<file path="src/design/rotated_ellipse_arc_points_core_assert.svh">
// assertion macros for the rotated ellipse arc point generator
// used by the top level only, needs no package
`ifndef ROTATED_ELLIPSE_ARC_POINTS_CORE_ASSERT_SVH
`define ROTATED_ELLIPSE_ARC_POINTS_CORE_ASSERT_SVH

// same-cycle implication, checked outside reset
`define REAP_ASSERT_NOW(label, clk, rst_n, ante, cons, msg) \
    label: assert property (@(posedge clk) disable iff (!rst_n) (ante) |-> (cons)) \
        else $error(msg);

// next-cycle implication, checked outside reset
`define REAP_ASSERT_NEXT(label, clk, rst_n, ante, cons, msg) \
    label: assert property (@(posedge clk) disable iff (!rst_n) (ante) |=> (cons)) \
        else $error(msg);

`endif

</file>
<file path="src/design/reap_pkg.sv">
// shared constants, types and tables of the arc point generator
// no dependencies; used by reap_div, reap_cordic and the top level
`default_nettype none
package reap_pkg;

    localparam int unsigned DVD_W   = 40;   // divider dividend and quotient width
    localparam int unsigned DSR_W   = 8;    // divider divisor width
    localparam int unsigned TRIG_W  = 17;   // q15 sine and cosine
    localparam int unsigned ATAN_W  = 32;

    // one turn in 2^-20 degree units
    localparam logic signed [32:0] FULL_TURN   = 33'sd377487360;
    localparam logic signed [33:0] CORDIC_GAIN = 34'sd652032874;

    // binary angle = (r*512 + 22) / 45, split as 512*(r/45) + (512*(r%45) + 22)/45
    localparam logic [5:0]         BIN_DIVISOR   = 6'd45;
    localparam logic [14:0]        BIN_ROUND     = 15'd22;
    // r/45 as a reciprocal product, exact for r below one turn
    localparam logic [29:0]        RECIP45       = 30'd763549742;
    localparam int unsigned        RECIP45_SH    = 35;
    // remainder term divided by 45, exact below 2^15
    localparam logic [15:0]        RECIP45_LO    = 16'd46604;
    localparam int unsigned        RECIP45_LO_SH = 21;

    typedef logic signed [TRIG_W-1:0] t_trig;

    // arctangent table, 2^32 per turn
    function automatic logic [ATAN_W-1:0] atan_val(input logic [4:0] idx);
        logic [ATAN_W-1:0] v;
        begin
            case (idx)
                5'd0:    v = 32'd536870912;
                5'd1:    v = 32'd316933406;
                5'd2:    v = 32'd167458907;
                5'd3:    v = 32'd85004756;
                5'd4:    v = 32'd42667331;
                5'd5:    v = 32'd21354465;
                5'd6:    v = 32'd10679838;
                5'd7:    v = 32'd5340245;
                5'd8:    v = 32'd2670163;
                5'd9:    v = 32'd1335087;
                5'd10:   v = 32'd667544;
                5'd11:   v = 32'd333772;
                5'd12:   v = 32'd166886;
                5'd13:   v = 32'd83443;
                5'd14:   v = 32'd41722;
                5'd15:   v = 32'd20861;
                5'd16:   v = 32'd10430;
                5'd17:   v = 32'd5215;
                5'd18:   v = 32'd2608;
                5'd19:   v = 32'd1304;
                5'd20:   v = 32'd652;
                5'd21:   v = 32'd326;
                5'd22:   v = 32'd163;
                5'd23:   v = 32'd81;
                default: v = '0;
            endcase
            return v;
        end
    endfunction

    // step divisor: point count doubled until it reaches ten
    function automatic logic [DSR_W-1:0] step_divisor(input logic [6:0] n);
        logic [DSR_W-1:0] d;
        begin
            d = {1'b0, n};
            for (int k = 0; k < 4; k++) begin
                if (d < 8'd10) begin
                    d = d << 1;
                end
            end
            return d;
        end
    endfunction

endpackage
`default_nettype wire

</file>
<file path="src/design/reap_div.sv">
// restoring unsigned divider, one quotient bit per cycle
// depends on reap_pkg for widths
`default_nettype none
module reap_div (
    input  wire logic                        i_clk,
    input  wire logic                        i_rst_n,
    input  wire logic                        i_start,
    input  wire logic [reap_pkg::DVD_W-1:0]  i_dividend,
    input  wire logic [reap_pkg::DSR_W-1:0]  i_divisor,
    output logic                             o_done,
    output logic [reap_pkg::DVD_W-1:0]       o_quotient
);
    localparam int unsigned CNT_W = $clog2(reap_pkg::DVD_W + 1);

    logic                          r_run;
    logic                          r_done;
    logic [CNT_W-1:0]              r_cnt;
    logic [reap_pkg::DSR_W:0]      r_rem;
    logic [reap_pkg::DVD_W-1:0]    r_quo;
    logic [reap_pkg::DSR_W-1:0]    r_dsr;
    logic [reap_pkg::DSR_W+1:0]    n_shift;
    logic [reap_pkg::DSR_W+1:0]    n_diff;

    // shift in the next dividend bit and trial subtract
    always_comb begin
        n_shift = {r_rem, r_quo[reap_pkg::DVD_W-1]};
        n_diff  = n_shift - {2'b00, r_dsr};
    end

    // control
    always_ff @(posedge i_clk) begin
        if (!i_rst_n) begin
            r_run  <= 1'b0;
            r_done <= 1'b0;
            r_cnt  <= '0;
        end else begin
            r_done <= 1'b0;
            if (i_start) begin
                r_run <= 1'b1;
                r_cnt <= CNT_W'(reap_pkg::DVD_W);
            end else if (r_run) begin
                r_cnt <= r_cnt - 1'b1;
                if (r_cnt == CNT_W'(1)) begin
                    r_run  <= 1'b0;
                    r_done <= 1'b1;
                end
            end
        end
    end

    // datapath
    always_ff @(posedge i_clk) begin
        if (i_start) begin
            r_rem <= '0;
            r_quo <= i_dividend;
            r_dsr <= i_divisor;
        end else if (r_run) begin
            if (!n_diff[reap_pkg::DSR_W+1]) begin
                r_rem <= n_diff[reap_pkg::DSR_W:0];
                r_quo <= {r_quo[reap_pkg::DVD_W-2:0], 1'b1};
            end else begin
                r_rem <= n_shift[reap_pkg::DSR_W:0];
                r_quo <= {r_quo[reap_pkg::DVD_W-2:0], 1'b0};
            end
        end
    end

    assign o_done     = r_done;
    assign o_quotient = r_quo;
endmodule
`default_nettype wire

</file>
<file path="config.mk">
export PLATFORM = sky130hd
export DESIGN_NAME = reap_div
export DESIGN_NICKNAME = d
export VERILOG_FILES = /design/src/design/rotated_ellipse_arc_points_core_assert.svh /design/src/design/reap_pkg.sv /design/src/design/reap_div.sv
export SDC_FILE = /design/constraint.sdc
export NUM_CORES = 1
export LEC_CHECK = 0
export BUFFER_PORTS_ARGS = -buffer_cell sky130_fd_sc_hd__buf_2
export CAP_MARGIN = 5
export CORE_ASPECT_RATIO = 2
export CORE_MARGIN = 3
export CORE_UTILIZATION = 55
export DETAILED_ROUTE_END_ITERATION = 16
export PLACE_DENSITY = 0.83
export SLEW_MARGIN = 20
export SYNTH_ARGS = -nofsm -noshare
export SYNTH_HDL_FRONTEND = slang
export SYNTH_SLANG_ARGS = --single-unit
</file>
<file path="constraint.sdc">
create_clock -name i_clk -period 5.1 [get_ports i_clk]
set_input_delay 1.02 -clock i_clk [delete_from_list [all_inputs] [get_ports i_clk]]
set_output_delay 1.02 -clock i_clk [all_outputs]
set_load 0.005 [all_outputs]
</file>
==> metrics.md <==
| Metric | Value |
|---|---|
| Run status | `finished, final reports clean` |
| Post-Layout Cell Count | `404` |
| Vias | `2343` |
| Worst skew pair latency | `350 ps` |
| Cell count after synthesis | `246` |
| Sequential-to-total area share from yosys stat | `57.1%` |
| Die ar. | `6670 um^2` |
| Cell variety after synth | `41` |
| Crit path to | `r_rem[3]` |
| # rows | `38` |
| Via-per-instance ratio | `5.80` |
| Synth async-reset ratio | `0%` |
| Top post-synthesis cells by area | `edfxtp_1 46%, mux2_2 14%, dfxtp_1 11%` |
| Layout cells sized above 1 | `roughly 44%` |
| Design area | `3820 um^2` |
| Slew @ Worst Pin | `893 ps` |
| Max incr delay on CP | `580 ps` |
| Routed WL per cell | `16.8 um` |
| Number of setup buffers added after CTS | `0` |
| RR Startpoint | `r_dsr[4]` |
| TritonCTS clock tree | `built` |
| Final count of hold timing violations | `0` |
| Drt total wl | `6790 um` |
| Worst-path cell chain | `inv_1 -> ha_1 -> a21oi_1 -> o221ai_1 -> o21a_1 -> or4b_1 -> a311oi_1` |
| Synth Warn # | `0` |
| Post-synth top area cell | `edfxtp_1` |
| First-pass GRT wire length | `11500 um` |
| # IOs | `92` |
| Reg2reg end | `r_rem[3]` |
| Post-cts sizing count | `0` |
| Share of the synthesized area in the top cell type | `a little under half` |
| Critical Path Source | `r_dsr[4]` |
| Root Buffer | `clkbuf_8` |
| EDFF count, synth | `48` |
| IO Port Bufs | `91` |
| Max Freq | `between 0.3 and 0.4 GHz` |
| Dpl hpwl | `4990 um` |
| RSZ-0062 raised after global routing | `no` |
| Max clock buf depth | `2` |
| Core Area | `approximately 5500 um^2` |
| Fin crit share | `49.1%` |
| Pwr per Cell Area | `between 300 and 400 nW/um^2` |
| Largest net degree at the start of global routing | `61` |
| Nets@finish | `~400` |
| # H-tree levels | `3` |
| Antenna Cells | `0` |
| Worst Reg-to-Reg Cells | `7` |
| Num CTS Buffers | `9` |
| Vias in the first global route | `around 2400` |
| Final setup fails | `0` |
| Antenna-violating nets left | `0` |
| Clk slew on worst S/H paths | `70 ps` |
| Total gr overflow | `0` |
| Global placer's final weighted congestion | `0.851` |
| Mean area per synthesized cell | `12.7 um^2` |
| Crit Path Max Fanout | `14` |
| Synthesized Nets | `slightly above 300` |
| DIE WIDTH | `59.3 um` |
| CP arrival | `2760 ps` |
| Reg2Reg Setup Slack | `2600 ps` |
| Dominant synthesized flop cell | `edfxtp_1` |
| Critical-path top delay cell | `or4b_1` |
| CTS Hold Buffers Added | `0` |
| Max-Cap Viols | `0` |
| Critical path depth in cells | `7` |
| Pleak | `0.00158 uW` |
| Critical Path RT | `5360 ps` |
| Top-count cell post-synth | `edfxtp_1` |
| CP Capture Type | `flop` |
| Post-Syn Area | `3120 um^2` |
| Overall routing resource usage | `23.4%` |
| Die H | `113 um` |
| Hold Path Class | `reg2reg` |
| #FFs+latches synth | `65` |
| First-pass DRT Iterations | `4` |
| WS Path Type | `reg2reg` |
| Placed cell count | `388` |
| Setup TNS | `0 ps` |
| Area grow syn2layout | `22.4%` |
| 1st-iter DRT viols | `72` |
| Rel. slew slack | `40.3%` |
| Startpoint Class | `flop` |
| Setup Skew | `7.40 ps` |
| Synth top cells by count | `48 x edfxtp_1, 39 x mux2_2, 17 x dfxtp_1, 17 x inv_1, 17 x nor2_1` |
| Initial Util | `57.1%` |
| Final Critical Period | `2500 ps` |
| Initial antenna violation count | `0` |
| Slew Viols, Final | `0` |
| CTS Sinks | `65` |
| CP top delay family | `compound AO/OA/AOI/OAI gates` |
| Worst Path Buf+Inv | `1` |
| VDD IR max | `0.000306 V` |
| Placed Area | `3620 um^2` |
| Filler instances | `407` |
| DR DRC count | `0` |
[report_power, final]
group          internal, uW  total (uW)  switching [uW]
registers               631         668            36.1
clock network           251         444             192
logic                   116         239             123
[worst reg2reg max path, cell delays in order (launching register included)]
cell	delay (ps)
edfxtp_1	330
inv_1	40
ha_1	350
a21oi_1	250
o221ai_1	220
o21a_1	370
or4b_1	580
a311oi_1	270
[kinds of logic after synthesis]
family / count (synthesis) / synth area share [%]
xor gates and xnor gates: 6 / 1.68
adders and majority gates: 11 / 4.65
and+or+nand+nor: 55 / 9.21
AOI/OAI and AO/OA: 43 / 10.1
buffers and inverters: 27 / 3.28
DFF: 65 / 57.1
muxes: 39 / 14.1
[through the flow]
step	hold WS [ps]	setup WS (ps)	total power, uW	utilization (%)
floorplan	469	2490	824	-
global placement	479	2690	909	66.3
detailed placement	494	2650	917	66.3
CTS	501	2590	1360	69.9
global route	530	2360	1420	69.9
finish	503	2600	1350	69.9
[routing by layer]
metal / vias up / GRT usage, % / part of all wire (%)
met2: 80 / 38.1 / 56
met3: 23 / 7.02 / 5.0
met5: - / 0 / 0
met4: 0 / 15.9 / 4.3
li1: 1121 / - / -
met1: 1119 / 24.9 / 35
[layout by cell type, fill, tap and decap left out, types with 2 or more instances in the layout]
master      n
a211oi_1    2
a21boi_0    3
a21oi_1     4
a311oi_1    7
buf_2      91
clkbuf_1    2
clkbuf_8   11
clkinv_2    2
dfxtp_1    17
edfxtp_1   48
ha_1       10
inv_1      17
mux2_2     39
nand2_1     8
nand2b_1    2
nand3_1     4
nor2_1     17
nor2b_1     2
nor3_1      7
nor4_1      2
o2111ai_1   2
o21a_1      2
o21ai_0    14
or3_1       3
or4b_1      3
xnor2_1     5
[flip-flops by register name, indices dropped and copies added, names as in the netlist]
register,cells
r_cnt,6
r_run,1
r_rem,9
r_dsr,8
o_quotient,40
o_done,1
[area by class of cell]
type                    instances  area (um^2)  area share [%]
multi-input cells             154         1240            32.5
inverters                      17         63.8            1.67
flip-flops and latches         65         1780            46.6
well taps                      60         75.1            1.96
clock inverters                 3         40.0            1.05
clock buffers                  13          159            4.16
repair buffers                 92          463            12.1
[worst min path at each step]
stage | start | end | slack [ps] | cells past startpoint
final | r_cnt[1] | r_cnt[1] | 500 | 2
after global routing | r_cnt[1] | r_cnt[1] | 530 | 2
after CTS | r_cnt[1] | r_cnt[1] | 500 | 2
after detailed placement | r_rem[3] | r_rem[3] | 490 | 2
after global placement | r_cnt[1] | r_cnt[1] | 480 | 2
after floorplan | r_cnt[1] | r_cnt[1] | 470 | 2
Power figures use the tool's default switching activity.
