$ cat config.mk
export PLATFORM = sky130hd
export DESIGN_NAME = reap_cordic
export DESIGN_NICKNAME = d
export VERILOG_FILES = /design/src/design/rotated_ellipse_arc_points_core_assert.svh /design/src/design/reap_pkg.sv /design/src/design/reap_cordic.sv
export SDC_FILE = /design/constraint.sdc
export NUM_CORES = 1
export LEC_CHECK = 0
export ABC_AREA = 1
export BUFFER_PORTS_ARGS = -buffer_cell sky130_fd_sc_hd__buf_4
export CORE_MARGIN = 2
export CORE_UTILIZATION = 30
export DETAILED_ROUTE_END_ITERATION = 10
export GPL_TIMING_DRIVEN = 0
export HOLD_SLACK_MARGIN = 0.02
export PLACE_DENSITY = 0.58
export SETUP_SLACK_MARGIN = 0.1
export SYNTH_ARGS = -nofsm -noshare
export SYNTH_HDL_FRONTEND = slang
export SYNTH_SLANG_ARGS = --single-unit
$ cat constraint.sdc
create_clock -name i_clk -period 3.5 [get_ports i_clk]
set_input_delay 0.175 -clock i_clk [delete_from_list [all_inputs] [get_ports i_clk]]
set_output_delay 0.175 -clock i_clk [all_outputs]
set_load 0.01 [all_outputs]
$ cat src/design/rotated_ellipse_arc_points_core_assert.svh
// assertion macros for the rotated ellipse arc point generator
// used by the top level only, needs no package
`ifndef ROTATED_ELLIPSE_ARC_POINTS_CORE_ASSERT_SVH
`define ROTATED_ELLIPSE_ARC_POINTS_CORE_ASSERT_SVH

// same-cycle implication, checked outside reset
`define REAP_ASSERT_NOW(label, clk, rst_n, ante, cons, msg) \
    label: assert property (@(posedge clk) disable iff (!rst_n) (ante) |-> (cons)) \
        else $error(msg);

// next-cycle implication, checked outside reset
`define REAP_ASSERT_NEXT(label, clk, rst_n, ante, cons, msg) \
    label: assert property (@(posedge clk) disable iff (!rst_n) (ante) |=> (cons)) \
        else $error(msg);

`endif

$ cat src/design/reap_pkg.sv
// shared constants, types and tables of the arc point generator
// no dependencies; used by reap_div, reap_cordic and the top level
`default_nettype none
package reap_pkg;

    localparam int unsigned DVD_W   = 40;   // divider dividend and quotient width
    localparam int unsigned DSR_W   = 8;    // divider divisor width
    localparam int unsigned TRIG_W  = 17;   // q15 sine and cosine
    localparam int unsigned ATAN_W  = 32;

    // one turn in 2^-20 degree units
    localparam logic signed [32:0] FULL_TURN   = 33'sd377487360;
    localparam logic signed [33:0] CORDIC_GAIN = 34'sd652032874;

    // binary angle = (r*512 + 22) / 45, split as 512*(r/45) + (512*(r%45) + 22)/45
    localparam logic [5:0]         BIN_DIVISOR   = 6'd45;
    localparam logic [14:0]        BIN_ROUND     = 15'd22;
    // r/45 as a reciprocal product, exact for r below one turn
    localparam logic [29:0]        RECIP45       = 30'd763549742;
    localparam int unsigned        RECIP45_SH    = 35;
    // remainder term divided by 45, exact below 2^15
    localparam logic [15:0]        RECIP45_LO    = 16'd46604;
    localparam int unsigned        RECIP45_LO_SH = 21;

    typedef logic signed [TRIG_W-1:0] t_trig;

    // arctangent table, 2^32 per turn
    function automatic logic [ATAN_W-1:0] atan_val(input logic [4:0] idx);
        logic [ATAN_W-1:0] v;
        begin
            case (idx)
                5'd0:    v = 32'd536870912;
                5'd1:    v = 32'd316933406;
                5'd2:    v = 32'd167458907;
                5'd3:    v = 32'd85004756;
                5'd4:    v = 32'd42667331;
                5'd5:    v = 32'd21354465;
                5'd6:    v = 32'd10679838;
                5'd7:    v = 32'd5340245;
                5'd8:    v = 32'd2670163;
                5'd9:    v = 32'd1335087;
                5'd10:   v = 32'd667544;
                5'd11:   v = 32'd333772;
                5'd12:   v = 32'd166886;
                5'd13:   v = 32'd83443;
                5'd14:   v = 32'd41722;
                5'd15:   v = 32'd20861;
                5'd16:   v = 32'd10430;
                5'd17:   v = 32'd5215;
                5'd18:   v = 32'd2608;
                5'd19:   v = 32'd1304;
                5'd20:   v = 32'd652;
                5'd21:   v = 32'd326;
                5'd22:   v = 32'd163;
                5'd23:   v = 32'd81;
                default: v = '0;
            endcase
            return v;
        end
    endfunction

    // step divisor: point count doubled until it reaches ten
    function automatic logic [DSR_W-1:0] step_divisor(input logic [6:0] n);
        logic [DSR_W-1:0] d;
        begin
            d = {1'b0, n};
            for (int k = 0; k < 4; k++) begin
                if (d < 8'd10) begin
                    d = d << 1;
                end
            end
            return d;
        end
    endfunction

endpackage
`default_nettype wire

$ cat src/design/reap_cordic.sv
// iterative rotation-mode cordic, one micro-rotation per cycle
// depends on reap_pkg for the arctangent table and gain
`default_nettype none
module reap_cordic #(
    parameter int unsigned STEPS = 16
) (
    input  wire logic                i_clk,
    input  wire logic                i_rst_n,
    input  wire logic                i_start,
    input  wire logic [31:0]         i_angle,
    output logic                     o_done,
    output reap_pkg::t_trig          o_sin,
    output reap_pkg::t_trig          o_cos
);
    localparam int unsigned CNT_W = (STEPS > 1) ? $clog2(STEPS) : 1;

    logic                      r_run;
    logic                      r_done;
    logic [CNT_W-1:0]          r_cnt;
    logic                      r_neg;
    logic signed [33:0]        r_x;
    logic signed [33:0]        r_y;
    logic signed [32:0]        r_z;
    logic signed [32:0]        n_z0;
    logic                      n_neg;
    logic signed [33:0]        n_dx;
    logic signed [33:0]        n_dy;
    logic signed [32:0]        n_atan;
    logic signed [33:0]        n_fx;
    logic signed [33:0]        n_fy;
    logic signed [33:0]        n_rx;
    logic signed [33:0]        n_ry;

    // fold the binary angle into the right half plane
    always_comb begin
        n_z0  = 33'($signed(i_angle));
        n_neg = 1'b0;
        if (n_z0 > 33'sh040000000) begin
            n_z0  = n_z0 - 33'sh080000000;
            n_neg = 1'b1;
        end else if (n_z0 < -33'sh040000000) begin
            n_z0  = n_z0 + 33'sh080000000;
            n_neg = 1'b1;
        end
    end

    // one micro-rotation
    always_comb begin
        n_dx   = r_x >>> r_cnt;
        n_dy   = r_y >>> r_cnt;
        n_atan = $signed({1'b0, reap_pkg::atan_val(5'(r_cnt))});
    end

    always_ff @(posedge i_clk) begin
        if (!i_rst_n) begin
            r_run  <= 1'b0;
            r_done <= 1'b0;
            r_cnt  <= '0;
        end else begin
            r_done <= 1'b0;
            if (i_start) begin
                r_run <= 1'b1;
                r_cnt <= '0;
            end else if (r_run) begin
                r_cnt <= r_cnt + 1'b1;
                if (r_cnt == CNT_W'(STEPS - 1)) begin
                    r_run  <= 1'b0;
                    r_done <= 1'b1;
                end
            end
        end
    end

    always_ff @(posedge i_clk) begin
        if (i_start) begin
            r_x   <= reap_pkg::CORDIC_GAIN;
            r_y   <= '0;
            r_z   <= n_z0;
            r_neg <= n_neg;
        end else if (r_run) begin
            if (r_z >= 0) begin
                r_x <= r_x - n_dy;
                r_y <= r_y + n_dx;
                r_z <= r_z - n_atan;
            end else begin
                r_x <= r_x + n_dy;
                r_y <= r_y - n_dx;
                r_z <= r_z + n_atan;
            end
        end
    end

    // undo the fold and round to q15
    always_comb begin
        n_fx = r_neg ? -r_x : r_x;
        n_fy = r_neg ? -r_y : r_y;
        n_rx = (n_fx + 34'sd16384) >>> 15;
        n_ry = (n_fy + 34'sd16384) >>> 15;
    end

    assign o_done = r_done;
    assign o_cos  = n_rx[reap_pkg::TRIG_W-1:0];
    assign o_sin  = n_ry[reap_pkg::TRIG_W-1:0];
endmodule
`default_nettype wire

==> impl_metrics.env, run 1 <==
export IMPL_synth_seq_cells=138
export IMPL_slew_limit_headroom=0.2231
export IMPL_dp_slack_ns=-1.543
export IMPL_fmax_mhz=231.5
export IMPL_violations="setup timing"
export IMPL_clk_path_buf_depth=2
export IMPL_crit_top_cell="nand2_1"
export IMPL_cts_tree="done"
export IMPL_rows=90
export IMPL_timing_worst_setup_path_type="flip-flop to flip-flop"
export IMPL_fin_skew_ns=0.02370
export IMPL_synth_main_ff_cell="dfxtp_1"
export IMPL_grt_overflow_total=0
export IMPL_slowest_stage="dfxtp_2"
export IMPL_fin_tns_setup_ns=-20.60
export IMPL_min_period_ns=4.319
export IMPL_power_clock_fraction=0.091
export IMPL_slowest_delay_ns=0.36
export IMPL_clock_sinks=138
export IMPL_finalHoldViolations=0
export IMPL_synth_cells=3055
export IMPL_chipWidth_um=250.0
export IMPL_cp_end_kind="flip-flop"
export IMPL_synth_cell_area_mm2=0.01816
export IMPL_synth_nets=3204
export IMPL_cp_required_ns=3.89
export IMPL_cts_max_level=4
export IMPL_grt_pass1_vias=20292
export IMPL_rsz0062_at_grt="true"
export IMPL_crit_fanout=10
export IMPL_fin_nets=3444
export IMPL_ir_worst_vdd_v=0.0004541
export IMPL_p_sw_frac=0.5449
export IMPL_fin_util=0.4024
export IMPL_dieArea_mm2=0.06251
export IMPL_maxCapViolCount=0
export IMPL_yosys_warnings=0
export IMPL_io_pins=70
export IMPL_power_density_mw_per_mm2=923.3
export IMPL_ys_async_sr_fraction=0
export IMPL_syn2layout_area_growth_pct=33.26
export IMPL_min_period_over_period=1.234
export IMPL_syn_area_per_cell_um2=5.943
export IMPL_cts_made_buffers=17
export IMPL_p_total_mw=22.34
export IMPL_hold_class="primary input to flip-flop"
export IMPL_synth_edff_count=34
export IMPL_wl_um=81600
export IMPL_critPathArrivalTime_ns=4.71
export IMPL_clockRootBuffer="clkbuf_16"
export IMPL_cp_num_buf_inv=10
export IMPL_drt_iter0_markers=1880
export IMPL_wire_per_inst_um=19.95
export IMPL_vias=21688
export IMPL_initial_core_util=0.3019
export IMPL_fill_cells=6531
export IMPL_fp_dieH_um=250.0
export IMPL_drt_pass1_iter_count=5
export IMPL_clk_latency_ns=0.51
export IMPL_yosysUniqueCellTypes=58
export IMPL_grt_usage=0.2522
export IMPL_drc=0
export IMPL_crit_path_start_kind="flip-flop"
export IMPL_internal_power_mw=10.17
export IMPL_power_frac_comb=0.784
export IMPL_core_area_mm2=0.06013
export IMPL_setup_viol=54
export IMPL_grt_max_degree=25
export IMPL_status="finished with violations"
export IMPL_clk_pin_slew_ns=0.07
export IMPL_place_gp_congestion=0.9843
export IMPL_cp_top_family="simple AND/OR/NAND/NOR gates"
export IMPL_sequentialPowerShare=0.125
export IMPL_whs_ns=0.04928
export IMPL_tightest_slew_ns=1.165
export IMPL_grt_pass1_wl_um=119900
export IMPL_layout_setup_ws_ns=-0.8189
export IMPL_switchingPower_mw=12.17
export IMPL_yosysSeqAreaShare=0.1709
export IMPL_hpwl_um=62550
export IMPL_antenna_found_initial=1
export IMPL_portBuffers=69
export IMPL_drv_slew=0
export IMPL_final_layout_size_suffix_gt1_frac=0.2654
export IMPL_power_leakage_nw=11.18
export IMPL_ant_nets=0
export IMPL_viasPerCell=5.301
## synth_stat cells, types with 5 or more instances
master | number | area [um2]
nand2_1 | 747 | 2804
nand3_1 | 409 | 2047
inv_1 | 348 | 1306
nor2_1 | 303 | 1137
a21oi_1 | 203 | 1016
o21ai_0 | 160 | 800.8
xor2_1 | 120 | 1051
ha_1 | 111 | 1389
dfxtp_1 | 104 | 2082
xnor2_1 | 59 | 516.8
clkbuf_1 | 48 | 180.2
nand4_1 | 41 | 256.5
nor3_1 | 35 | 175.2
edfxtp_1 | 34 | 1021
buf_2 | 27 | 135.1
or2_2 | 25 | 156.4
nor2_2 | 18 | 112.6
buf_1 | 17 | 63.81
nand3_2 | 17 | 170.2
nor4_1 | 17 | 106.4
o21ai_1 | 17 | 85.08
a31oi_1 | 16 | 100.1
nand2_2 | 15 | 93.84
o211ai_1 | 15 | 112.6
o21a_1 | 14 | 105.1
o21ai_2 | 12 | 105.1
o31ai_1 | 12 | 90.09
buf_4 | 11 | 82.58
inv_2 | 10 | 37.54
o21bai_1 | 9 | 67.56
a21boi_0 | 8 | 60.06
o22ai_1 | 8 | 50.05
a21o_1 | 6 | 45.04
o221ai_1 | 6 | 52.55
buf_6 | 5 | 56.30
## worst paths after layout
| kind | from | endpoint | slack [ns] | depth (start not counted) |
|---|---|---|---|---|
| worst max-delay path | r_cnt[0]$_SDFFE_PP0P_ | r_y[33]$_SDFFE_PP0P_ | -0.82 | 33 |
| worst min-delay path | i_angle[9] | r_z[9]$_DFFE_PP_ | 0.05 | 3 |
| worst max register to register | r_cnt[0]$_SDFFE_PP0P_ | r_y[33]$_SDFFE_PP0P_ | -0.82 | 33 |
| worst min register to register | r_x[3]$_SDFFE_PP1P_ | r_x[3]$_SDFFE_PP1P_ | 0.55 | 2 |
## state kept, by name (all words and copies together), names as in the netlist
name / flops
r_x: 34
r_run: 1
n_atan: 30
r_cnt: 4
r_neg: 1
r_y: 34
r_z: 33
o_done: 1
## placed cells by master (no fill, tap or decap), types with 34 or more instances in the layout
master / Yosys / final
nor2_1: 303 / 251
nand3_2: 17 / 109
nand2_2: 15 / 102
a21oi_2: 1 / 63
nand3_1: 409 / 311
a21oi_1: 203 / 133
buf_4: 11 / 194
nand2_1: 747 / 646
ha_1: 111 / 80
o21ai_1: 17 / 56
dfxtp_1: 104 / 96
xor2_1: 120 / 109
inv_1: 348 / 334
o21ai_0: 160 / 96
nand4_1: 41 / 41
xnor2_1: 59 / 51
nor2_2: 18 / 50
edfxtp_1: 34 / 34
## tightest hold or removal path, delay by kind of cell
family          cells  cell delay (ns)
buf+inv             2             0.11
compound gates      1             0.15
## repair_timing
item,4_1_cts,5_1_grt
endpoints found under the hold margin,31,0
endpoints found under the setup margin,114,105
setup buffers,62,56
pin swaps,88,143
hold buffers,31,0
gates resized for setup,285,384
cloned,1,0
## power groups by stage
stage	registers [mW]	clock network, mW	logic, mW
4_1_cts	2.74	2.07	14.9
6_report	2.79	2.03	17.5
2_1_floorplan	2.40	0	9.97
5_1_grt	2.81	2.11	19.1
3_3_place_gp	2.76	0	13.3
3_5_place_dp	2.76	0	13.3
## per-stage QoR
stage / area [um2] / cells
4_1_cts: 22290 / 4033
5_1_grt: 24190 / 4090
3_5_place_dp: 19870 / 3907
3_3_place_gp: 19850 / 3906
2_1_floorplan: 18350 / 3055
6_report: 24190 / 4091
## layer usage
metal  track usage  part of all wire  vias up
met5             0           0.00023        -
met4        0.1086             0.047        2
met3       0.04255             0.064      170
met2        0.4146              0.45      747
met1        0.3247              0.44    10150
li1              -                 -    10619
## kinds of logic (layout without fill, tap and decap cells)
kind of cell / Yosys count / in the layout / share of synthesized area
compound gates: 506 / 506 / 0.1586
simple gates: 1649 / 1649 / 0.4000
flops: 138 / 138 / 0.1709
fa+ha+maj: 114 / 114 / 0.07980
buf+inv: 469 / 722 / 0.1043
other cells: 0 / 1 / 0
xor+xnor: 179 / 179 / 0.08635
## final cells by class
cell class	count	area, um2	share of cell area
diodes	1	2.502	0.0001034
plain buffers	110	809.5	0.03346
clock buffers	21	481.7	0.01991
clock inverters	11	132.6	0.005482
inverters	359	1355	0.05601
multi-input cells	2448	15550	0.6427
flip-flops and latches	138	3115	0.1288
well taps	782	978.4	0.04044
repair buffers	221	1769	0.07312
No activity file was read; power rests on OpenSTA's default activity.
==> inputs of run 2 (changes only) <==
==> constraint.sdc (replaced) <==
create_clock -name i_clk -period 3.5 [get_ports i_clk]
set_input_delay 0.175 -clock i_clk [delete_from_list [all_inputs] [get_ports i_clk]]
set_output_delay 0.175 -clock i_clk [all_outputs]
set_load 0.1 [all_outputs]
==> run 2 against run 1 <==
Compared with the run above:
- the run still ends with setup timing left
- first-iteration DRC count is 15% higher
- clock skew fell by 0.0097 ns
- die area did not move
- non-clock buffer count is 55 higher
- design area rose by 6.5%
- final cell count is 1.3% higher
==> impl_metrics.env, run 2 (synthesized netlist as in run 1, its figures left out) <==
export IMPL_status="finished with violations"
export IMPL_violations="setup timing"
export IMPL_drt_iter0_markers=2153
export IMPL_slowest_delay_ns=0.38
export IMPL_clk_pin_slew_ns=0.08
export IMPL_cp_end_kind="flip-flop"
export IMPL_cp_num_buf_inv=6
export IMPL_sequentialPowerShare=0.108
export IMPL_regArea_mm2=0.003134
export IMPL_wl_um=83510
export IMPL_portBuffers=69
export IMPL_tightest_slew_ns=1.449
export IMPL_fill_cells=6323
export IMPL_ir_worst_vdd_v=0.0005894
export IMPL_cts_tree="done"
export IMPL_crit_top_cell="nor2_1"
export IMPL_power_frac_comb=0.821
export IMPL_hpwl_um=62260
export IMPL_clk_latency_ns=0.52
export IMPL_internal_power_mw=11.55
export IMPL_switchingPower_mw=14.76
export IMPL_cts_max_level=4
export IMPL_io_pins=70
export IMPL_ant_nets=0
export IMPL_cp_top_family="simple AND/OR/NAND/NOR gates"
export IMPL_initial_core_util=0.3019
export IMPL_dp_cells=3907
export IMPL_min_period_over_period=1.234
export IMPL_clock_sinks=138
export IMPL_power_density_mw_per_mm2=1021
export IMPL_final_cells=4145
export IMPL_min_period_ns=4.318
export IMPL_clk_path_buf_depth=2
export IMPL_final_common_cell="nand2_1"
export IMPL_viasPerCell=5.385
export IMPL_slowest_stage="dfxtp_4"
export IMPL_power_leakage_nw=11.71
export IMPL_grt_usage=0.2565
export IMPL_p_sw_frac=0.5611
export IMPL_reg_top3="r_x x34, r_y x34, r_z x33"
export IMPL_maxCapViolCount=0
export IMPL_clockRootBuffer="clkbuf_16"
export IMPL_fin_nets=3499
export IMPL_grt_overflow_total=0
export IMPL_dieArea_mm2=0.06251
export IMPL_fmax_mhz=231.6
export IMPL_setup_viol=59
export IMPL_final_layout_size_suffix_gt1_frac=0.3304
export IMPL_layout_setup_ws_ns=-0.8182
export IMPL_grt_pass1_wl_um=122200
export IMPL_design_area_mm2=0.02577
export IMPL_cts_made_buffers=17
export IMPL_wire_per_inst_um=20.15
export IMPL_drc=0
export IMPL_power_clock_fraction=0.071
export IMPL_multi_input_area_mm2=0.01654
export IMPL_diodes=0
export IMPL_drt_pass1_iter_count=6
export IMPL_fin_skew_ns=0.01404
export IMPL_core_area_mm2=0.06013
export IMPL_place_gp_congestion=1.010
export IMPL_chipWidth_um=250.0
export IMPL_rows=90
export IMPL_fp_dieH_um=250.0
export IMPL_drv_slew=0
export IMPL_crit_fanout=11
export IMPL_finalHoldViolations=0
export IMPL_placed_area_mm2=0.02000
export IMPL_crit_path_start_kind="flip-flop"
export IMPL_grt_max_degree=33
export IMPL_antenna_found_initial=0
export IMPL_vias=22319
export IMPL_timing_worst_setup_path_type="flip-flop to flip-flop"
export IMPL_grt_pass1_vias=21035
export IMPL_hold_class="primary input to flip-flop"
export IMPL_rsz0062_at_grt="true"
export IMPL_layout_common_cells="nand2_1 (599), inv_1 (315), nand3_1 (307)"
export IMPL_slew_limit_headroom=0.03373
export IMPL_cp_required_ns=3.95
export IMPL_critPathArrivalTime_ns=4.77
export IMPL_syn2layout_area_growth_pct=41.93
==> run 2: changes by cell type in the layout (fill, tap and decap cells not counted), moves of 20 or more <==
cell,previous run,this run
o21ai_0,96,76
buf_4,194,214
nand2_1,646,599
buf_6,17,46
nand2_2,102,136
==> run 2: worst paths after layout <==
path	startpoint	endpoint	slack (ns)	cells past startpoint
max	r_cnt[0]$_SDFFE_PP0P_	r_x[33]$_SDFFE_PP0P_	-0.82	34
min	i_angle[27]	r_z[27]$_DFFE_PP_	0.06	3
max reg2reg	r_cnt[0]$_SDFFE_PP0P_	r_x[33]$_SDFFE_PP0P_	-0.82	34
min reg2reg	r_run$_SDFF_PN0_	o_done$_SDFF_PP0_	0.52	2
==> run 2: through the flow <==
| step | hold slack (ns) | utilization | TNS [ns] | setup slack, ns | total power [mW] |
|---|---|---|---|---|---|
| 4_1_cts | 0.03423 | 0.3930 | -21.44 | -0.7748 | 22.85 |
| 5_1_grt | 0.05563 | 0.4285 | -40.21 | -1.047 | 28.02 |
| 3_5_place_dp | 0.4259 | 0.3326 | -79.45 | -1.714 | 17.43 |
| 2_1_floorplan | 0.2875 | - | -0.5411 | -0.1422 | 13.72 |
| 6_report | 0.05938 | 0.4285 | -27.07 | -0.8182 | 26.31 |
| 3_3_place_gp | 0.4301 | 0.3322 | -91.68 | -1.756 | 17.42 |
==> run 2: area by class of cell <==
class	count	area share
inverter	359	0.05278
buffer	110	0.03190
multi-input combinational	2448	0.6417
clock buffer	18	0.01665
clock inverter	14	0.004758
tap	782	0.03797
sequential	138	0.1216
timing repair buffer	276	0.09264
==> run 2: power by group through the flow <==
stage               clock [mW]  sequential (mW)  combinational (mW)
floorplan                    0             2.40                11.3
global placement             0             2.75                14.7
detailed placement           0             2.75                14.7
CTS                       1.90             2.79                18.2
global route              1.94             2.87                23.2
finish                    1.86             2.85                21.6
==> run 2: worst register-to-register path, delay by kind of cell (launching register included) <==
family	cells	cell delay, ns
AOI/OAI and AO/OA	3	0.55
xor gates and xnor gates	1	0.20
adders and majority gates	2	0.42
buffers and inverters	6	0.63
DFF	1	0.38
and+or+nand+nor	22	2.07
==> run 2: what timing repair did <==
item                                   in CTS  in global routing
hold buffers                               31                  0
buffers inserted                          112                 62
setup endpoints to repair                 117                101
cloned                                      2                  0
endpoints found under the hold margin      31                  0
pin swaps                                 151                197
resized for setup                         524                426
==> run 2: metal layers <==
layer  global-route usage  wire, um
met5                    0         0
met4               0.1346      5404
met3              0.03776      5549
met2               0.4194     37520
met1               0.3264     35040
==> inputs of run 3 (changes only) <==
--- a/config.mk
+++ b/config.mk
@@ -8,11 +8,11 @@
 export ABC_AREA = 1
 export BUFFER_PORTS_ARGS = -buffer_cell sky130_fd_sc_hd__buf_4
 export CORE_MARGIN = 2
-export CORE_UTILIZATION = 30
+export CORE_UTILIZATION = 40
 export DETAILED_ROUTE_END_ITERATION = 10
 export GPL_TIMING_DRIVEN = 0
 export HOLD_SLACK_MARGIN = 0.02
-export PLACE_DENSITY = 0.58
+export PLACE_DENSITY = 0.68
 export SETUP_SLACK_MARGIN = 0.1
 export SYNTH_ARGS = -nofsm -noshare
 export SYNTH_HDL_FRONTEND = slang
==> constraint.sdc (replaced) <==
create_clock -name i_clk -period 4.2 [get_ports i_clk]
set_input_delay 0.21 -clock i_clk [delete_from_list [all_inputs] [get_ports i_clk]]
set_output_delay 0.21 -clock i_clk [all_outputs]
set_load 0.1 [all_outputs]
==> run 3 against run 2 <==
Compared with the run above:
- the run still ends with setup timing left
- clock power fell by 15%
- final cell count fell by 6.4%
- wire length fell by 5.7%
- design area fell by 11%
- sequential power fell by 19%
- global-route usage rose by 6.8 points
- non-clock buffer count fell by 84
- hold slack got worse by 0.010 ns
- first-iteration DRC count fell by 14%
- via count fell by 1.5%
- core utilization rose by 8.2 points
- critical path type unchanged
==> impl_metrics.env, run 3 (synthesized netlist as in run 1, its figures left out) <==
export IMPL_status="finished with violations"
export IMPL_violations="setup timing"
export IMPL_slowest_stage="dfxtp_2"
export IMPL_vias=21977
export IMPL_power_leakage_nw=10.86
export IMPL_hold_class="primary input to flip-flop"
export IMPL_grt_max_degree=35
export IMPL_crit_top_cell="nor2_2"
export IMPL_slowest_delay_ns=0.36
export IMPL_rsz0062_at_grt="true"
export IMPL_antenna_found_initial=2
export IMPL_worstRegToRegCells=32
export IMPL_io_pins=70
export IMPL_portBuffers=69
export IMPL_grt_overflow_total=0
export IMPL_layout_common_cells="nand2_1 (659), inv_1 (336), nand3_1 (329)"
export IMPL_hpwl_um=59830
export IMPL_dieArea_mm2=0.04711
export IMPL_final_cells=3879
export IMPL_cp_end_kind="flip-flop"
export IMPL_drt_pass1_iter_count=6
export IMPL_reg_top3="r_x x34, r_y x34, r_z x33"
export IMPL_clk_path_buf_depth=2
export IMPL_min_from="i_angle[27]"
export IMPL_min_period_over_period=1.018
export IMPL_fin_util=0.5107
export IMPL_viasPerCell=5.666
export IMPL_dp_cells=3725
export IMPL_fin_nets=3415
export IMPL_layout_setup_ws_ns=-0.07543
export IMPL_crit_path_start_kind="flip-flop"
export IMPL_grt_usage=0.3246
export IMPL_place_gp_congestion=1.040
export IMPL_ant_nets=0
export IMPL_finalHoldViolations=0
export IMPL_whs_path_depth=3
export IMPL_syn2layout_area_growth_pct=26.81
export IMPL_initial_core_util=0.4027
export IMPL_cts_max_level=4
export IMPL_worstHoldEndpoint="r_z[27]$_DFFE_PP_"
export IMPL_cts_tree="done"
export IMPL_setup_viol=3
export IMPL_cp_required_ns=4.60
export IMPL_rrSetupSlack_ns=-0.08
export IMPL_ir_worst_vdd_v=0.0007176
export IMPL_clk_pin_slew_ns=0.08
export IMPL_final_common_cell="nand2_1"
export IMPL_r2r_start="r_cnt[0]$_SDFFE_PP0P_"
export IMPL_timing_worst_setup_path_type="flip-flop to flip-flop"
export IMPL_whs_ns=0.04903
export IMPL_fin_tns_setup_ns=-0.1780
export IMPL_cts_made_buffers=17
export IMPL_fin_skew_ns=0.01589
export IMPL_grt_pass1_wl_um=116700
export IMPL_clock_sinks=138
export IMPL_drc=0
export IMPL_grt_pass1_vias=20561
export IMPL_maxCapViolCount=0
export IMPL_design_area_mm2=0.02302
export IMPL_rows=78
export IMPL_drt_iter0_markers=1848
export IMPL_final_layout_size_suffix_gt1_frac=0.2373
export IMPL_diodes=0
export IMPL_wire_per_inst_um=20.29
export IMPL_r2r_end="r_x[33]$_SDFFE_PP0P_"
export IMPL_critPathArrivalTime_ns=4.68
export IMPL_fmax_mhz=233.9
export IMPL_chipWidth_um=217.1
export IMPL_wl_um=78720
export IMPL_clockRootBuffer="clkbuf_16"
export IMPL_drv_slew=0
export IMPL_clk_latency_ns=0.51
export IMPL_crit_fanout=7
export IMPL_placed_area_mm2=0.01945
export IMPL_slew_limit_headroom=0.06527
export IMPL_core_area_mm2=0.04509
export IMPL_tightest_slew_ns=1.402
export IMPL_power_density_mw_per_mm2=817.3
export IMPL_fp_dieH_um=217.1
export IMPL_min_period_ns=4.275
-- run 3: final cells by class --
class | count | area [um2]
fillers | 4686 | 22060
multi-input cells | 2448 | 14990
flip-flops and latches | 138 | 3109
repair buffers | 193 | 1548
inverters | 359 | 1355
well taps | 600 | 750.7
plain buffers | 109 | 689.4
clock buffers | 18 | 439.2
clock inverters | 14 | 140.1
-- run 3: critical path, delay by kind of cell, from the launching register on --
| family | cells | cell delay, ns |
|---|---|---|
| and+or+nand+nor | 19 | 1.86 |
| buffers and inverters | 6 | 0.63 |
| AOI/OAI and AO/OA | 4 | 0.59 |
| adders and majority gates | 2 | 0.49 |
| DFF | 1 | 0.36 |
| xor gates and xnor gates | 1 | 0.20 |
-- run 3: metrics by stage --
| step | worst slack [ns] | power [mW] |
|---|---|---|
| 3_5_place_dp | -1.611 | 14.10 |
| 5_1_grt | -0.3553 | 20.20 |
| 4_1_cts | -0.04459 | 16.67 |
| 3_3_place_gp | -1.556 | 14.07 |
| 2_1_floorplan | 0.4355 | 11.17 |
| 6_report | -0.07543 | 18.82 |
-- run 3: how the worst max path moves through the flow --
| stage | depth (start not counted) | to | from |
|---|---|---|---|
| 2_1_floorplan | 31 | r_x[31]$_SDFFE_PP0P_ | r_cnt[0]$_SDFFE_PP0P_ |
| 3_3_place_gp | 21 | r_z[23]$_DFFE_PP_ | r_z[32]$_DFFE_PP_ |
| 3_5_place_dp | 21 | r_z[23]$_DFFE_PP_ | r_z[32]$_DFFE_PP_ |
| 4_1_cts | 28 | r_x[26]$_SDFFE_PP1P_ | r_cnt[0]$_SDFFE_PP0P_ |
| 5_1_grt | 29 | r_x[33]$_SDFFE_PP0P_ | r_cnt[1]$_SDFFE_PP0P_ |
| 6_report | 32 | r_x[33]$_SDFFE_PP0P_ | r_cnt[0]$_SDFFE_PP0P_ |
-- run 3: report_power, final --
part	internal, mW	leakage [nW]	switching (mW)
Sequential	1.75	1.20	0.559
Combinational	5.34	9.36	9.58
Clock	0.807	0.290	0.787
Total	7.90	10.9	10.9
-- run 3: routing by layer --
layer  vias to the layer above  GRT usage  part of all wire
met2                      1027     0.5248              0.45
met1                     10127     0.3951              0.40
met4                         0     0.2146             0.073
met3                       254    0.05800             0.080
met5                         -          0                 0
li1                      10569          -                 -
-- run 3: timing repair --
| item | in CTS | in global routing |
|---|---|---|
| pin swaps | 74 | 135 |
| endpoints found under the hold margin | 21 | 0 |
| buffers inserted | 44 | 56 |
| hold buffers | 21 | 0 |
| setup endpoints to repair | 87 | 60 |
| cloned | 1 | 1 |
| resized for setup | 206 | 384 |
